==> config.mk <==
export PLATFORM = sky130hd
export DESIGN_NAME = tlge_ctrl
export DESIGN_NICKNAME = d
export VERILOG_FILES = /design/src/tlge_pkg.sv /design/src/tlge_ctrl.sv
export SDC_FILE = /design/constraint.sdc
export NUM_CORES = 1
export LEC_CHECK = 0
export ABC_AREA = 1
export BUFFER_PORTS_ARGS = -buffer_cell sky130_fd_sc_hd__buf_4
export CAP_MARGIN = 20
export CELL_PAD_IN_SITES_DETAIL_PLACEMENT = 0
export CELL_PAD_IN_SITES_GLOBAL_PLACEMENT = 1
export CORE_MARGIN = 8
export CORE_UTILIZATION = 25
export CTS_BUF_LIST = sky130_fd_sc_hd__clkbuf_8
export DETAILED_ROUTE_END_ITERATION = 10
export MAX_ROUTING_LAYER = met4
export PLACE_DENSITY = 0.8
export SLEW_MARGIN = 20
export SYNTH_ARGS = -nofsm -noshare
export SYNTH_HDL_FRONTEND = slang
export SYNTH_SLANG_ARGS = --single-unit
==> constraint.sdc <==
create_clock -name clk -period 1.2 [get_ports clk]
set_input_delay 0.24 -clock clk [delete_from_list [all_inputs] [get_ports clk]]
set_output_delay 0.24 -clock clk [all_outputs]
set_load 0.005 [all_outputs]
==> src/tlge_pkg.sv <==
// Package with the shared constants, types and codes of the Life engine.
`timescale 1ns / 1ps
package tlge_pkg;

    localparam int MAX_ROWS = 128;
    localparam int MAX_COLS = 128;
    localparam int ROW_W    = 7;
    localparam int COL_W    = 7;
    localparam int REG_W    = 8;
    localparam int GEN_W    = 16;
    localparam int IDX_W    = 1;

    localparam logic [IDX_W-1:0] REG_GRID_ROWS = 1'b0;
    localparam logic [IDX_W-1:0] REG_GRID_COLS = 1'b1;

    typedef enum logic [1:0] {
        CMD_WRITE    = 2'd0,
        CMD_RUN      = 2'd1,
        CMD_READ     = 2'd2,
        CMD_READ_ALT = 2'd3
    } cmd_t;

    typedef enum logic [1:0] {
        ASEL_UP,
        ASEL_MID,
        ASEL_DN
    } addr_sel_t;

    typedef enum logic [3:0] {
        ST_IDLE,
        ST_W_RD,
        ST_W_CAP,
        ST_W_WR,
        ST_R_RD,
        ST_R_CAP,
        ST_G_START,
        ST_G_UP,
        ST_G_MID,
        ST_G_DN,
        ST_G_CAP,
        ST_G_WR,
        ST_G_END,
        ST_DONE
    } state_t;

    typedef struct packed {
        logic      load;
        addr_sel_t addr_sel;
        logic      cap_up;
        logic      cap_mid;
        logic      cap_dn;
        logic      cap_oth;
        logic      gen_init;
        logic      wr_gen;
        logic      row_next;
        logic      gen_end;
        logic      flip;
        logic      wr_cell;
        logic      out_load;
    } ctrl_t;

    typedef struct packed {
        logic n_zero;
        logic last_row;
        logic same_cur;
        logic same_oth;
        logic past_first;
        logic odd_left;
        logic last_gen;
        logic out_free;
    } stat_t;

endpackage

==> src/tlge_ctrl.sv <==
// Controller state machine that sequences commands, row sweeps and generations.
`timescale 1ns / 1ps
module tlge_ctrl (
    input  logic            clk,
    input  logic            rst_n,
    input  logic            in_valid,
    output logic            in_ready,
    input  logic [1:0]      in_cmd,
    input  tlge_pkg::stat_t stat,
    output tlge_pkg::ctrl_t ctrl
);
    import tlge_pkg::*;

    state_t state_reg, state_next;

    always_ff @(posedge clk or negedge rst_n)
    begin
        if (!rst_n)
            state_reg <= ST_IDLE;
        else
            state_reg <= state_next;
    end

    always_comb
    begin
        state_next    = state_reg;
        ctrl          = '0;
        ctrl.addr_sel = ASEL_MID;
        in_ready      = 1'b0;
        unique case (state_reg)
            ST_IDLE:
            begin
                in_ready = 1'b1;
                if (in_valid)
                begin
                    ctrl.load = 1'b1;
                    case (cmd_t'(in_cmd))
                        CMD_WRITE: state_next = ST_W_RD;
                        CMD_RUN:   state_next = ST_G_START;
                        default:   state_next = ST_R_RD;
                    endcase
                end
            end
            ST_W_RD:
                state_next = ST_W_CAP;
            ST_W_CAP:
            begin
                ctrl.cap_mid = 1'b1;
                ctrl.cap_oth = 1'b1;
                state_next   = ST_W_WR;
            end
            ST_W_WR:
            begin
                ctrl.wr_cell = 1'b1;
                state_next   = ST_DONE;
            end
            ST_R_RD:
                state_next = ST_R_CAP;
            ST_R_CAP:
            begin
                ctrl.cap_mid = 1'b1;
                state_next   = ST_DONE;
            end
            ST_G_START:
            begin
                if (stat.n_zero)
                    state_next = ST_DONE;
                else
                begin
                    ctrl.gen_init = 1'b1;
                    state_next    = ST_G_UP;
                end
            end
            ST_G_UP:
            begin
                ctrl.addr_sel = ASEL_UP;
                state_next    = ST_G_MID;
            end
            ST_G_MID:
            begin
                ctrl.cap_up = 1'b1;
                state_next  = ST_G_DN;
            end
            ST_G_DN:
            begin
                ctrl.addr_sel = ASEL_DN;
                ctrl.cap_mid  = 1'b1;
                state_next    = ST_G_CAP;
            end
            ST_G_CAP:
            begin
                ctrl.cap_dn  = 1'b1;
                ctrl.cap_oth = 1'b1;
                state_next   = ST_G_WR;
            end
            ST_G_WR:
            begin
                ctrl.wr_gen = 1'b1;
                if (stat.last_row)
                    state_next = ST_G_END;
                else
                begin
                    ctrl.row_next = 1'b1;
                    state_next    = ST_G_UP;
                end
            end
            ST_G_END:
            begin
                if (stat.same_cur)
                begin
                    ctrl.flip  = 1'b1;
                    state_next = ST_DONE;
                end
                else if (stat.same_oth && stat.past_first)
                begin
                    ctrl.flip  = ~stat.odd_left;
                    state_next = ST_DONE;
                end
                else if (stat.last_gen)
                begin
                    ctrl.flip  = 1'b1;
                    state_next = ST_DONE;
                end
                else
                begin
                    ctrl.flip    = 1'b1;
                    ctrl.gen_end = 1'b1;
                    state_next   = ST_G_UP;
                end
            end
            ST_DONE:
            begin
                if (stat.out_free)
                begin
                    ctrl.out_load = 1'b1;
                    state_next    = ST_IDLE;
                end
            end
            default:
                state_next = ST_IDLE;
        endcase
    end

endmodule

## Word-level counts from Yosys, hierarchy flattened

Cells that the tools add are included.

| cells by class | value |
|---|---|
| reductions and logical operators | 7 |
| multiplexer cells | 30 |
| bitwise gates (word level) | 1 |
| eq/ne operators | 16 |

Operators by type and width:

| cell | count |
|---|---|
| 4-bit one-hot mux with 13 select lines | 1 |
| 4-bit 2-to-1 mux | 7 |
| 4-bit equality test (second input constant) | 6 |
| 1-bit 2-to-1 mux | 18 |
| 4-bit by 3-bit equality test with 1-bit output (second input constant) | 4 |
| 4-bit by 2-bit equality test with 1-bit output (second input constant) | 2 |
| 3-bit one-hot mux with 2 select lines | 1 |
| 4-bit by 1-bit equality test with 1-bit output (second input constant) | 1 |
| 4-bit logical NOT | 1 |
| 2-bit 2-to-1 mux | 2 |
| 2-bit != test (second input constant) | 2 |
| 2-bit one-hot mux with 2 select lines | 1 |
| 2-bit OR reduction | 2 |
| 3-bit OR reduction | 1 |
| 2-bit by 1-bit equality test with 1-bit output (second input constant) | 1 |
| 2-bit logical NOT | 1 |
| 2-bit AND reduction | 1 |
| 1-bit logical AND | 1 |
| 1-bit inverter | 1 |

| storage, ports and cells | value |
|---|---|
| word-level logic and storage cells | 55 |
| register bits | 4 |
| output and inout bits | 15 |

## Logic depth before layout (Yosys ltp)

Gate-level depths: netlist (run 1).

| depth | value |
|---|---|
| word-level depth | 4 |
| gate-level depth with buffers | 9 |
| depth with buffers taken out | 8 |

## Worst setup path before layout (run 1)

OpenSTA, ideal clock, no wires.

| timing | value |
|---|---|
| path type | register to register |
| from | reg state_reg[2] |
| to | reg state_reg[0] |
| slack | 0.032 ns |
| data required time | 1.078 ns |
| cell stages (with the launch flop) | 10 |
| arrival | 1.047 ns |
| clock period less this slack | 1.168 ns |
| library setup time | 0.122 ns |
| path through | dfrtp_1 > buf_6 > inv_2 > nand2_2 > nor2_4 > inv_2 > o21ai_2 > inv_2 > nand2_1 > nand2_1 |

| on the way | value |
|---|---|
| cells in the longest elaborated chain, start to end | 3 |
| elaborated cells on any way between the ends | 19 |
| classes of those cells | eq/ne: 15; mux: 1; reduce/logical: 3 |

RTL lines:

| what | RTL line | text |
|---|---|---|
| start: declaration | tlge_ctrl.sv:14 | `state_t state_reg, state_next;` |
| start signal: assignment | tlge_ctrl.sv:21 | `state_reg <= state_next;` |
| 4-bit by 2-bit equality test with 1-bit output (tied with other cells) | tlge_ctrl.sv:30 | `unique case (state_reg)` |
| 2-bit OR reduction (no line) or 2-bit != test (tied branches) | n/a |  |
| 4-bit one-hot mux with 13 select lines or 2-bit AND reduction (tied branches) | n/a |  |

Several ways; a longest one is shown, not always the timed one.
A chain may end at the register's enable or synchronous reset.

==> impl_metrics.env, run 1 <==
export IMPL_cts_buffers=3
export IMPL_fin_area_sq_um=962.2
export IMPL_crit_chain="inv_2 > nand2_2 > o221ai_1 > buf_4"
export IMPL_placed_area_sq_um=770.7
export IMPL_finalHoldViolations=0
export IMPL_synth_nets=102
export IMPL_initial_core_util_pct=25.53
export IMPL_drive_gt1_share_pct=60.90
export IMPL_fin_nets=148
export IMPL_worst_slack_ns=-0.2893
export IMPL_hold_class="in -> reg"
export IMPL_cap_violations=0
export IMPL_port_buffers=27
export IMPL_layout_cells_non_filler=160
export IMPL_cts_root_buf="clkbuf_8"
export IMPL_setup_viol=19
export IMPL_critPathArrivalTime_ns=1.25
export IMPL_vias_per_cell=4.369
export IMPL_critPathBufInv=2
export IMPL_syn_avg_cell_area_sq_um=5.455
export IMPL_cp_required_ns=0.96
export IMPL_drv_slew=0
export IMPL_dieArea_sq_um=3608
export IMPL_fp_dieH_um=60.07
export IMPL_clkSinkCount=4
export IMPL_overflow=0
export IMPL_cts_tree="built"
export IMPL_path_class="reg -> out"
export IMPL_grt_pass1_wl_um=2635
export IMPL_p_per_area_nw_per_um2=2424
export IMPL_fin_crit_sh_pct=124.1
export IMPL_fill_cells=201
export IMPL_route_detailed_drc=0
export IMPL_core_sq_um=1902
export IMPL_relSlewSlack_pct=86.00
export IMPL_totalWireLength_um=1827
export IMPL_cts_htree_levels=1
export IMPL_yosysWarnings=0
export IMPL_max_vdd_ir_drop_uv=980.0
export IMPL_grt_usage_pct=10.00
export IMPL_die_width_um=60.07
export IMPL_startpoint_type="flip-flop"
export IMPL_worstMarginPinSlew_ns=0.2084
export IMPL_ys_seq_area_share_pct=20.62
export IMPL_antenna_left=0
export IMPL_path_max_fanout=6
export IMPL_grt_setup_unrepaired="true"
export IMPL_gp_congestion=0.8703
export IMPL_whs_ns=0.2601
export IMPL_drt_pass1_iterations=3
export IMPL_cpPeakStageDelay_ns=0.45
export IMPL_finalPower_mw=2.333
export IMPL_synth_seq_cells=4
export IMPL_grt_pass1_vias=637
export IMPL_fin_skew_ns=0.004607
export IMPL_grt_max_degree=7
export IMPL_clkSlewWorstSetupHoldPaths_ns=0.03
export IMPL_endpoint_kind="output port"
export IMPL_first_iter_violations=14
export IMPL_antenna_found_initial=0
export IMPL_status="finished with violations"
export IMPL_placed_cells=150
export IMPL_largest_reg_flops=4
export IMPL_fmax_mhz=671.5
export IMPL_rows=16
export IMPL_final_cell_mix="buf_4, nand2_1, nor2_1"
export IMPL_dp_hpwl_um=1402
export IMPL_p_leak_nw=0.5188
export IMPL_worstSkewPairLatency_ns=0.23
export IMPL_synthDistinctLibCells=16
export IMPL_syn_inst=89
export IMPL_area_growth_pct=98.20
export IMPL_crit_path_top_delay_cell="dfrtp_2"
export IMPL_violations="negative setup slack"
export IMPL_wl_per_cell_um=11.42
export IMPL_n_antenna_cell=0
export IMPL_cpLargestDelayFamily="flip-flops"
export IMPL_pin_count=28
export IMPL_cts_max_path_buffers=2
export IMPL_netlist_area_sq_um=485.5
export IMPL_vias=699
export IMPL_layout_commonest_cell="buf_4"
export IMPL_min_period_ns=1.489
## power breakdown
part           total, mW  switching (mW)  internal (mW)  leakage (nW)
combinational       1.68           0.883          0.796         0.453
clock              0.295          0.0801          0.215        0.0216
sequential         0.359           0.135          0.224        0.0444
total               2.33            1.10           1.23         0.519
## path summary, 6_finish.rpt
kind	from	to	slack, ns	cells past startpoint
worst max-delay path	state_reg[2]	ctrl[9]	-0.29	4
worst min-delay path	stat[7]	state_reg[3]	0.26	3
worst max register to register	state_reg[1]	state_reg[0]	-0.19	9
worst min register to register	state_reg[3]	state_reg[1]	0.82	5
max in group asynchronous	rst_n	state_reg[3]	0.73	2
min in group asynchronous	rst_n	state_reg[1]	0.35	2
## worst reg2reg max path: cells and delay by family (launching register included)
| kind | cells | cell delay, ns |
|---|---|---|
| AO/OA/AOI/OAI | 1 | 0.16 |
| buffers and inverters | 4 | 0.31 |
| flip-flops | 1 | 0.45 |
| AND/OR/NAND/NOR | 4 | 0.36 |
## cell type report
| cell class | instances | area (sq um) | share of cell area [%] |
|---|---|---|---|
| Sequential cell | 4 | 105.1 | 10.92 |
| Inverter | 20 | 75.07 | 7.802 |
| Multi-Input combinational cell | 64 | 381.6 | 39.66 |
| Timing Repair Buffer | 42 | 325.3 | 33.81 |
| Tap cell | 27 | 33.78 | 3.511 |
| Clock buffer | 3 | 41.29 | 4.291 |
## Yosys cell counts
| cell type | number | share of area [%] |
|---|---|---|
| o221ai_1 | 1 | 1.8 |
| nor3_1 | 2 | 2.1 |
| nor2_2 | 1 | 1.3 |
| o21ai_0 | 4 | 4.1 |
| nand3_1 | 9 | 9.3 |
| inv_1 | 15 | 12 |
| nand2_2 | 2 | 2.6 |
| buf_6 | 1 | 2.3 |
| dfrtp_1 | 4 | 21 |
| nand2_1 | 20 | 15 |
| inv_2 | 5 | 3.9 |
| nor2_1 | 19 | 15 |
| a21oi_1 | 2 | 2.1 |
| o21ai_2 | 1 | 1.8 |
| nor2_4 | 2 | 4.6 |
| a41oi_1 | 1 | 1.8 |
## layer usage
layer / part of all wire [%] / track usage, % / up-vias
li1: - / - / 362
met1: 39 / 9.501 / 317
met2: 53 / 18.15 / 17
met3: 5.5 / 1.505 / 3
met4: 2.0 / 6.803 / 0
met5: 0 / - / -
## per-stage QoR
| step | TNS [ns] | setup WS (ns) | util [%] |
|---|---|---|---|
| floorplan | 0 | 0.03163 | - |
| global placement | -0.8353 | -0.1332 | 40.53 |
| detailed placement | -0.6626 | -0.1167 | 40.53 |
| CTS | -3.781 | -0.2892 | 46.32 |
| global route | -5.350 | -0.3519 | 50.59 |
| finish | -4.099 | -0.2893 | 50.59 |
## kinds of logic (layout without fill, tap and decap cells)
| group | Yosys count | after routing | share of synthesized area (%) |
|---|---|---|---|
| flip-flops | 4 | 4 | 20.62 |
| AO/OA/AOI/OAI | 9 | 9 | 11.60 |
| AND/OR/NAND/NOR | 55 | 55 | 50.00 |
| buffers and inverters | 21 | 65 | 17.78 |
## timing repair
| action | in CTS | in global routing |
|---|---|---|
| setup endpoints to repair | 19 | 19 |
| hold endpoints to repair | 4 | 0 |
| buffers inserted | 4 | 2 |
| hold buffers | 1 | 0 |
| pin swaps | 3 | 3 |
| resized for setup | 11 | 22 |
Power figures use the tool's default switching activity.
==> run 2, diff against run 1 <==
--- a/config.mk
+++ b/config.mk
@@ -6,7 +6,7 @@
 export NUM_CORES = 1
 export LEC_CHECK = 0
 export ABC_AREA = 1
-export BUFFER_PORTS_ARGS = -buffer_cell sky130_fd_sc_hd__buf_4
+export BUFFER_PORTS_ARGS = -buffer_cell sky130_fd_sc_hd__buf_2
 export CAP_MARGIN = 20
 export CELL_PAD_IN_SITES_DETAIL_PLACEMENT = 0
 export CELL_PAD_IN_SITES_GLOBAL_PLACEMENT = 1
==> run 2 against run 1 <==
  * The run still ends with negative setup slack left
  * Sequential power shrank 6.4%
  * Global-route usage decreased by 0.085 points
  * Combinational power fell by 5%
  * Non-clock buffer count is 1 higher
  * Via count decreased by 2.3%
  * First-iteration DRC count up 7.1%
  * Die area unchanged
  * Routed wire length decreased by 7.0%
  * Critical path type unchanged
==> impl_metrics.env, run 2 (synthesized netlist as in run 1, its figures left out) <==
export IMPL_relSlewSlack_pct=87.10
export IMPL_worstMarginPinSlew_ns=0.1914
export IMPL_cts_max_path_buffers=2
export IMPL_layout_commonest_cell="buf_2"
export IMPL_max_vdd_ir_drop_uv=914.5
export IMPL_vias_per_cell=4.242
export IMPL_cts_root_buf="clkbuf_8"
export IMPL_worst_slack_ns=-0.2733
export IMPL_antenna_found_initial=0
export IMPL_pin_count=28
export IMPL_place_ws_ns=-0.1088
export IMPL_worstRegToRegCells=9
export IMPL_cts_buffers=3
export IMPL_cts_htree_levels=1
export IMPL_whs_ns=0.2743
export IMPL_critPathArrivalTime_ns=1.23
export IMPL_cpPeakStageDelay_ns=0.41
export IMPL_hold_class="in -> reg"
export IMPL_fin_crit_sh_pct=122.8
export IMPL_fin_setup_tns_ns=-3.735
export IMPL_n_antenna_cell=0
export IMPL_vias=683
export IMPL_dieArea_sq_um=3608
export IMPL_gp_congestion=0.8979
export IMPL_fill_cells=214
export IMPL_setup_viol=19
export IMPL_fp_dieH_um=60.07
export IMPL_p_leak_nw=0.5127
export IMPL_fmax_mhz=678.7
export IMPL_finalHoldViolations=0
export IMPL_totalWireLength_um=1700
export IMPL_violations="negative setup slack"
export IMPL_finalPower_mw=2.206
export IMPL_drt_pass1_iterations=4
export IMPL_path_class="reg -> out"
export IMPL_port_buffers=27
export IMPL_first_iter_violations=15
export IMPL_overflow=0
export IMPL_endpoint_kind="output port"
export IMPL_route_detailed_drc=0
export IMPL_die_width_um=60.07
export IMPL_crit_path_top_delay_cell="dfrtp_1"
export IMPL_crit_chain="nor2_4 > nand2_1 > a41oi_1 > buf_2"
export IMPL_drive_gt1_share_pct=52.24
export IMPL_largest_reg_flops=4
export IMPL_dp_hpwl_um=1376
export IMPL_fin_nets=149
export IMPL_antenna_left=0
export IMPL_p_per_area_nw_per_um2=2537
export IMPL_hold_depth=3
export IMPL_regToRegSetupSlack_ns=-0.18
export IMPL_initial_core_util_pct=25.53
export IMPL_wl_per_cell_um=10.56
export IMPL_grt_pass1_wl_um=2704
export IMPL_status="finished with violations"
export IMPL_final_cell_mix="buf_2, nand2_1, nor2_1"
export IMPL_worstSkewPairLatency_ns=0.21
export IMPL_core_sq_um=1902
export IMPL_cp_required_ns=0.96
export IMPL_grt_setup_unrepaired="true"
export IMPL_min_period_ns=1.473
export IMPL_grt_max_degree=8
export IMPL_grt_usage_pct=9.915
export IMPL_startpoint_type="flip-flop"
export IMPL_cts_tree="built"
export IMPL_fin_skew_ns=0.002434
export IMPL_grt_pass1_vias=674
export IMPL_rows=16
export IMPL_drv_slew=0
export IMPL_path_max_fanout=4
export IMPL_clkSinkCount=4
export IMPL_area_growth_pct=79.12
export IMPL_clkSlewWorstSetupHoldPaths_ns=0.03
export IMPL_cap_violations=0
[run 2: changes by cell type in the layout (fill, tap and decap cells not counted), sizes merged]
cell  previous run  this run
buf             41        42
[run 2: repair_timing]
item,4_1_cts,5_1_grt
hold endpoints to repair,4,0
setup buffers,5,3
hold buffers,1,0
endpoints found under the setup margin,19,19
pin swaps,2,5
gates resized for setup,3,20
[run 2: metal layers]
layer	GRT usage, %	wire [um]	vias to the layer above
li1	-	-	366
met1	10.61	755	303
met2	16.77	886	14
met3	1.505	58	0
met4	6.122	0	0
met5	-	0	-
[run 2: worst max-delay path, delay by kind of cell (launching register included)]
kind	cells	cell delay, ns
flip-flops	1	0.41
AND/OR/NAND/NOR	2	0.31
AO/OA/AOI/OAI	1	0.16
buffers and inverters	1	0.14
[run 2: power breakdown]
| group | switching [mW] | leakage [nW] | internal (mW) |
|---|---|---|---|
| Sequential | 0.115 | 0.0455 | 0.221 |
| Combinational | 0.822 | 0.446 | 0.771 |
| Clock | 0.0637 | 0.0216 | 0.213 |
| Total | 1.00 | 0.513 | 1.21 |
[run 2: layout make-up]
type	count	area (sq um)	area share [%]
Multi-Input combinational cell	64	332.8	38.27
Timing Repair Buffer	43	282.8	32.52
Sequential cell	4	103.9	11.94
Inverter	20	75.07	8.633
Clock buffer	3	41.29	4.748
Tap cell	27	33.78	3.885
[run 2: worst paths after layout]
| kind | start | end |
|---|---|---|
| min in group asynchronous | rst_n | state_reg[3] |
| hold / removal | stat[7] | state_reg[3] |
| setup reg to reg | state_reg[0] | state_reg[1] |
| max in group asynchronous | rst_n | state_reg[2] |
| setup / recovery | state_reg[0] | ctrl[2] |
| hold reg to reg | state_reg[1] | state_reg[2] |
[run 2: per-stage QoR]
stage | cell area [sq um] | cells | utilization, %
6_report | 869.6 | 161 | 45.72
5_1_grt | 869.6 | 161 | 45.72
4_1_cts | 797.0 | 159 | 41.91
3_3_place_gp | 703.2 | 150 | 36.97
3_5_place_dp | 703.2 | 150 | 36.97
2_1_floorplan | 485.5 | 89 | -
==> run 3, diff against run 2 <==
--- a/config.mk
+++ b/config.mk
@@ -16,6 +16,7 @@
 export DETAILED_ROUTE_END_ITERATION = 10
 export MAX_ROUTING_LAYER = met4
 export PLACE_DENSITY = 0.8
+export SKIP_CTS_REPAIR_TIMING = 1
 export SLEW_MARGIN = 20
 export SYNTH_ARGS = -nofsm -noshare
 export SYNTH_HDL_FRONTEND = slang
==> constraint.sdc (replaced) <==
create_clock -name clk -period 1.3 [get_ports clk]
set_input_delay 0.26 -clock clk [delete_from_list [all_inputs] [get_ports clk]]
set_output_delay 0.26 -clock clk [all_outputs]
set_load 0.005 [all_outputs]
==> run 3 against run 2 <==
  * The flow still finishes with violations (negative setup slack)
  * Global-route usage decreased by 1.1 points
  * Flip-flop and latch count unchanged
  * First-iteration DRC count increased by 27%
  * Final area decreased by 5.3%
  * Worst setup slack improved by 0.054 ns
  * Non-clock buffer count decreased by 5
  * Critical path type unchanged
  * Highest routed layer unchanged
==> impl_metrics.env, run 3 (synthesized netlist as in run 1, its figures left out) <==
export IMPL_status="finished with violations"
export IMPL_violations="negative setup slack"
export IMPL_drv_slew=0
export IMPL_fmax_mhz=658.1
export IMPL_path_class="reg -> out"
export IMPL_route_detailed_drc=0
export IMPL_endpoint_kind="output port"
export IMPL_fin_nets=144
export IMPL_cts_tree="built"
export IMPL_fp_dieH_um=60.07
export IMPL_drt_pass1_iterations=6
export IMPL_p_per_area_nw_per_um2=2230
export IMPL_vias_per_cell=4.340
export IMPL_first_iter_violations=19
export IMPL_finalCoreUtilization_pct=43.29
export IMPL_max_vdd_ir_drop_uv=746.8
export IMPL_worstMarginPinSlew_ns=0.2186
export IMPL_hold_class="in -> reg"
export IMPL_path_max_fanout=6
export IMPL_min_period_ns=1.520
export IMPL_core_sq_um=1902
export IMPL_grt_pass1_vias=596
export IMPL_n_antenna_cell=0
export IMPL_worst_slack_ns=-0.2196
export IMPL_clkSinkCount=4
export IMPL_cts_root_buf="clkbuf_8"
export IMPL_clkSlewWorstSetupHoldPaths_ns=0.03
export IMPL_layout_cells_non_filler=156
export IMPL_fill_cells=207
export IMPL_p_leak_nw=0.4921
export IMPL_fin_skew_ns=0.003558
export IMPL_drive_gt1_share_pct=47.29
export IMPL_grt_setup_unrepaired="true"
export IMPL_layout_commonest_cell="buf_2"
export IMPL_grt_max_degree=8
export IMPL_cap_violations=0
export IMPL_dieArea_sq_um=3608
export IMPL_cts_max_path_buffers=2
export IMPL_rows=16
export IMPL_grt_pass1_wl_um=2470
export IMPL_gp_congestion=0.8528
export IMPL_vias=677
export IMPL_grt_usage_pct=8.834
export IMPL_final_cell_mix="buf_2, nand2_1, inv_1, nor2_1"
export IMPL_dp_hpwl_um=1349
export IMPL_fin_crit_sh_pct=116.9
export IMPL_critPathArrivalTime_ns=1.26
export IMPL_cp_required_ns=1.04
export IMPL_initial_core_util_pct=25.53
export IMPL_totalWireLength_um=1644
export IMPL_placed_cells=145
export IMPL_cts_buffers=3
export IMPL_startpoint_type="flip-flop"
export IMPL_largest_reg_flops=4
export IMPL_wl_per_cell_um=10.54
export IMPL_area_growth_pct=69.59
export IMPL_pin_count=28
export IMPL_die_width_um=60.07
export IMPL_antenna_left=0
export IMPL_finalHoldViolations=0
export IMPL_cts_htree_levels=1
export IMPL_setup_viol=17
export IMPL_port_buffers=27
export IMPL_relSlewSlack_pct=85.37
export IMPL_overflow=0
export IMPL_worstSkewPairLatency_ns=0.21
export IMPL_antenna_found_initial=0
[run 3: worst paths after layout]
kind                                    from            to  slack, ns  cells past startpoint
worst min register to register  state_reg[1]  state_reg[2]       0.81                      4
worst max register to register  state_reg[1]  state_reg[2]      -0.07                      8
min in group asynchronous              rst_n  state_reg[0]       0.39                      2
worst min-delay path                 stat[7]  state_reg[3]       0.30                      3
worst max-delay path            state_reg[1]      ctrl[13]      -0.22                      6
max in group asynchronous              rst_n  state_reg[1]       0.78                      2
[run 3: critical path: stages (launching register included)]
cell     delay (ns)
dfrtp_2        0.43
nor2_4         0.18
inv_2          0.07
nor2_4         0.13
inv_2          0.05
nor2_2         0.07
buf_2          0.11
[run 3: power breakdown]
part / internal [mW] / total (mW) / switching (mW) / leakage, nW
Combinational: 0.541 / 1.27 / 0.725 / 0.425
Sequential: 0.204 / 0.317 / 0.113 / 0.0455
Clock: 0.197 / 0.252 / 0.0552 / 0.0216
[run 3: layout make-up]
| class | instances | area [sq um] | share of cell area [%] |
|---|---|---|---|
| well taps | 27 | 33.78 | 4.103 |
| clock buffers | 3 | 41.29 | 5.015 |
| inverters | 20 | 80.08 | 9.726 |
| flip-flops and latches | 4 | 103.9 | 12.61 |
| repair buffers | 38 | 227.7 | 27.66 |
| multi-input cells | 64 | 336.6 | 40.88 |
[run 3: through the flow]
step / area, sq um / hold slack (ns) / worst slack [ns] / TNS [ns] / power [mW]
finish: 823.3 / 0.3037 / -0.2196 / -2.300 / 1.836
global route: 823.3 / 0.3296 / -0.2968 / -3.692 / 2.018
CTS: 706.9 / -0.1542 / -0.2425 / -2.173 / 1.566
detailed placement: 665.6 / 0.06804 / -0.01944 / -0.01944 / 1.306
global placement: 665.6 / 0.06660 / -0.01880 / -0.02315 / 1.324
floorplan: 485.5 / -0.03559 / 0.1316 / 0 / 0.9934
[run 3: routing by layer]
| metal | track usage [%] | share of wire [%] |
|---|---|---|
| met5 | - | 0 |
| met1 | 9.988 | 44 |
| met2 | 15.38 | 52 |
| met3 | 2.581 | 4.7 |
| met4 | 1.020 | 0 |
